--- src/hdl/border_connected_region_fill_unit_defines.svh ---
// ----------------------------------------------------------------------------
// Border-connected region fill: assertion macros
// Shared helpers for the concurrent checks of the fill unit.
// ----------------------------------------------------------------------------
`ifndef BORDER_CONNECTED_REGION_FILL_UNIT_DEFINES_SVH
`define BORDER_CONNECTED_REGION_FILL_UNIT_DEFINES_SVH

// Same-cycle implication, checked outside reset.
`define BCRF_ASSERT_NOW(lbl, ante, cons) \
  lbl: assert property (@(posedge clk) disable iff (rst) (ante) |-> (cons)) \
    else $error("check failed");

// Next-cycle implication, checked outside reset.
`define BCRF_ASSERT_NEXT(lbl, ante, cons) \
  lbl: assert property (@(posedge clk) disable iff (rst) (ante) |=> (cons)) \
    else $error("check failed");

`endif

--- src/hdl/bcrf_ram.sv ---
// ----------------------------------------------------------------------------
// Generic RAM
// One write port and two read ports, read data registered.
// ----------------------------------------------------------------------------
module bcrf_ram #(
  parameter int WIDTH = 64,
  parameter int DEPTH = 64
) (
  input  logic                     clk,
  input  logic                     we,
  input  logic [$clog2(DEPTH)-1:0] waddr,
  input  logic [WIDTH-1:0]         wdata,
  input  logic [$clog2(DEPTH)-1:0] raddr_a,
  output logic [WIDTH-1:0]         rdata_a,
  input  logic [$clog2(DEPTH)-1:0] raddr_b,
  output logic [WIDTH-1:0]         rdata_b
);

  logic [WIDTH-1:0] mem [DEPTH];

  always_ff @(posedge clk) begin
    if (we) begin
      mem[waddr] <= wdata;
    end
    rdata_a <= mem[raddr_a];
    rdata_b <= mem[raddr_b];
  end

endmodule

--- config.mk ---
export PLATFORM = sky130hd
export DESIGN_NAME = bcrf_ram
export DESIGN_NICKNAME = d
export VERILOG_FILES = /design/src/hdl/border_connected_region_fill_unit_defines.svh /design/src/hdl/bcrf_ram.sv
export SDC_FILE = /design/constraint.sdc
export NUM_CORES = 2
export LEC_CHECK = 0
export BUFFER_PORTS_ARGS = -buffer_cell sky130_fd_sc_hd__buf_2
export CORE_ASPECT_RATIO = 1.2
export CORE_MARGIN = 2
export CORE_UTILIZATION = 39
export DETAILED_ROUTE_END_ITERATION = 12
export PLACE_DENSITY = 0.5
export SETUP_SLACK_MARGIN = 0.02
export SYNTH_ARGS = -nofsm -noshare
export SYNTH_HDL_FRONTEND = slang
export SYNTH_SLANG_ARGS = --single-unit
--- constraint.sdc ---
create_clock -name clk -period 9.5 [get_ports clk]
set_input_delay 0.95 -clock clk [delete_from_list [all_inputs] [get_ports clk]]
set_output_delay 0.95 -clock clk [all_outputs]
set_load 0.005 [all_outputs]
==> metrics.csv <==
metric;value;unit
status;complete, no violations;
syn_nets;8925;
clkPwrFrac;42.5;%
startpoint;raddr_b[3];
drtAntennaViolNets;0;
clockRootBuffer;clkbuf_16;
ys.flop_type;edfxtp_1;
critPathCaptureType;flop;
dr.pass1.iters;6;
layout.nets;9165;
cp_max_fo;26;
arrival;5.33;ns
grt_pass1_vias;109939;
slew_viol_final;0;
p_int;32.1;mW
whs_path_depth;1;
dpl_cell_area;197000;sq um
fp.dieW;637;microns
drt_iter0_markers;17140;
drc;0;
tightest_slew;1.39;ns
syn_inst;8841;
synth_top_area_share;65.5;%
clockBufferDepth;4;
rrSetupSlack;7.03;ns
cts_buffers;446;
critical_path_class;input pin to flop;
ys_ff_latch;4224;
cts_sinks;4224;
seqCellArea;126000;sq um
cts_hold_buf;0;
synth-edff-count;4096;
yosysTopAreaCell;edfxtp_1;
maxCapViolations;0;
dpl.hpwl;424000;microns
synth_fa_ha_area_share;0;%
synthSimpleGateAreaFrac;1.08;%
clock_skew;0.0538;ns
ir_drop;0.163;mV
fin_area;212000;sq um
r2r_start;mem[38][46];
netlist_area;188000;sq um
port_buffers;211;
tns;0;ns
p_leak;64.8;nW
reg2reg_to;rdata_a[46];
post_cts_buffers;0;
grt_usage;30.5;%
netlist_top_cells_area;edfxtp_1 (65%), mux4_2 (24%), o22ai_1 (1.8%);
syn_to_final_growth;12.7;%
clock.fmax;0.229;GHz
synthXorXnorAreaFrac;0;%
ios;212;
hp-class;input pin to flop;
combinationalPowerShare;7.9;%
hold_end;mem[43][17];
start_util;39.1;%
vias;109737;
grt_pass1_wl;1000000;microns
cts.clk_slew.worst_paths;0.06;ns
cts_tree;yes;
syn-mean-instance-area;21.2;sq um
ys_types;42;
ys_async_sr_fraction;0;%
cts_resized;0;
wl;752000;microns
antenna_found_initial;88;
slew_headroom;7.10;%
hold_start;wdata[17];
overflow;0;
synth_compound_area_share;4.80;%
via_per_inst;6.92;
core_area;480000;sq um
globalplace.congestion;0.835;
p_switching;10.1;mW
clock_latency;1.08;ns
yosysSeqAreaShare;66.9;%
drive_gt1_share;35.7;%
setup_viol;0;
yosysWarnings;0;
cts.htree.levels;5;
pwr-share-seq;49.6;%
rsz0062_at_grt;no;
cp.required;10.48;ns
muxShareOfSynthArea;25.2;%
grt_start_max_net_pins;130;
die_h;764;microns
p_sw_share;23.9;%
die_area;487000;sq um
power.density;199;nW/um^2
num_rows;279;
hold_violations;0;
post-route-min-period;4.36;ns
multi_input_area;59100;sq um
period_share;45.9;%
wl_per_cell;47.4;microns
reg2regPathDepth;5;
synth_top_family_by_area;multiplexers;
startpoint_type;input pin;
fillers;40798;
-- synth_stat cells (6+ instances only) --
| library cell | n |
|---|---|
| a2111oi_0 | 12 |
| a211oi_1 | 79 |
| a21oi_1 | 128 |
| a221oi_1 | 134 |
| a221oi_2 | 19 |
| a22o_1 | 136 |
| a22oi_1 | 37 |
| a311oi_1 | 13 |
| a31oi_1 | 14 |
| buf_1 | 33 |
| buf_2 | 242 |
| buf_4 | 140 |
| buf_6 | 30 |
| clkbuf_1 | 296 |
| dfxtp_1 | 128 |
| edfxtp_1 | 4096 |
| mux2_2 | 16 |
| mux2i_1 | 177 |
| mux4_2 | 2016 |
| nand2_1 | 39 |
| nand2b_1 | 18 |
| nand3_1 | 18 |
| nand4_1 | 8 |
| nor2_1 | 164 |
| nor2b_1 | 30 |
| nor3_1 | 63 |
| nor4_1 | 55 |
| o21ai_1 | 8 |
| o221ai_1 | 73 |
| o22a_1 | 51 |
| o22ai_1 | 533 |
| or2_2 | 6 |
-- layer usage --
| layer | routed length, microns | GRT usage, % | up-vias |
|---|---|---|---|
| met3 | 73400 | 6.13 | 1421 |
| met2 | 359000 | 49.3 | 7033 |
| met4 | 34600 | 11.9 | 36 |
| met1 | 285000 | 40.7 | 61063 |
| met5 | 225 | 0 | - |
| li1 | - | - | 40184 |
-- cell usage in the layout (no fill, tap or decap), types with 128 or more instances in the layout --
master / n
edfxtp_1: 4096
mux4_2: 2016
o22ai_1: 533
clkbuf_16: 454
buf_4: 278
buf_2: 201
mux2i_1: 177
a22o_1: 136
a221oi_1: 133
a21oi_1: 128
dfxtp_1: 128
-- sequential cells by signal (all words and copies together) (netlist names) --
register,count
mem,4096
rdata_a,64
rdata_b,64
-- worst max-delay path, cell delays in order --
cell     delay, ns
buf_6         0.43
buf_4         0.64
nor2_1        0.29
buf_4         0.29
nand2_4       0.30
buf_4         0.58
o22ai_1       0.18
nor4_1        1.04
o22a_1        0.24
-- worst max-delay path by stage --
stage	to	slack, ns	cells after the start
2_1_floorplan	mem[48][0]	3.14	4
3_3_place_gp	rdata_b[14]	4.35	9
3_5_place_dp	rdata_b[14]	4.20	9
4_1_cts	rdata_b[14]	5.32	9
5_1_grt	rdata_b[14]	5.33	9
6_report	rdata_b[14]	5.14	9
-- through the flow --
stage | power [mW] | util, % | hold WS, ns | instances | setup slack (ns)
2_1_floorplan | 23.0 | - | 0.776 | 8841 | 3.14
3_3_place_gp | 24.6 | 41.0 | 0.868 | 14955 | 4.35
3_5_place_dp | 24.6 | 41.0 | 0.875 | 14955 | 4.20
4_1_cts | 42.3 | 44.0 | 0.460 | 15792 | 5.32
5_1_grt | 43.1 | 44.0 | 0.512 | 15800 | 5.33
6_report | 42.1 | 44.1 | 0.547 | 15866 | 5.14
-- power by group through the flow --
| stage | Sequential (mW) | Combinational (mW) | Clock (mW) |
|---|---|---|---|
| after floorplan | 21.1 | 1.87 | 0 |
| after global placement | 21.3 | 3.29 | 0 |
| after detailed placement | 21.3 | 3.31 | 0 |
| after CTS | 20.9 | 3.31 | 18.1 |
| after global routing | 20.9 | 3.44 | 18.8 |
| final | 20.9 | 3.31 | 17.9 |
-- kinds of logic after synthesis --
kind of cell    after synthesis
mux                        2209
simple gates                418
buf+inv                     743
compound gates             1247
flops                      4224
-- cell type report --
class                      instances  share of cell area, %
antenna                           74                 0.0875
timing repair buffer             534                   1.96
clock buffer                     592                   5.81
inverter                           1                0.00414
sequential                      4224                   59.3
tap                             6322                   3.74
multi-input combinational       3874                   27.9
clock inverter                   245                   1.16
Note: power is estimated with default switching activity, not from simulation.
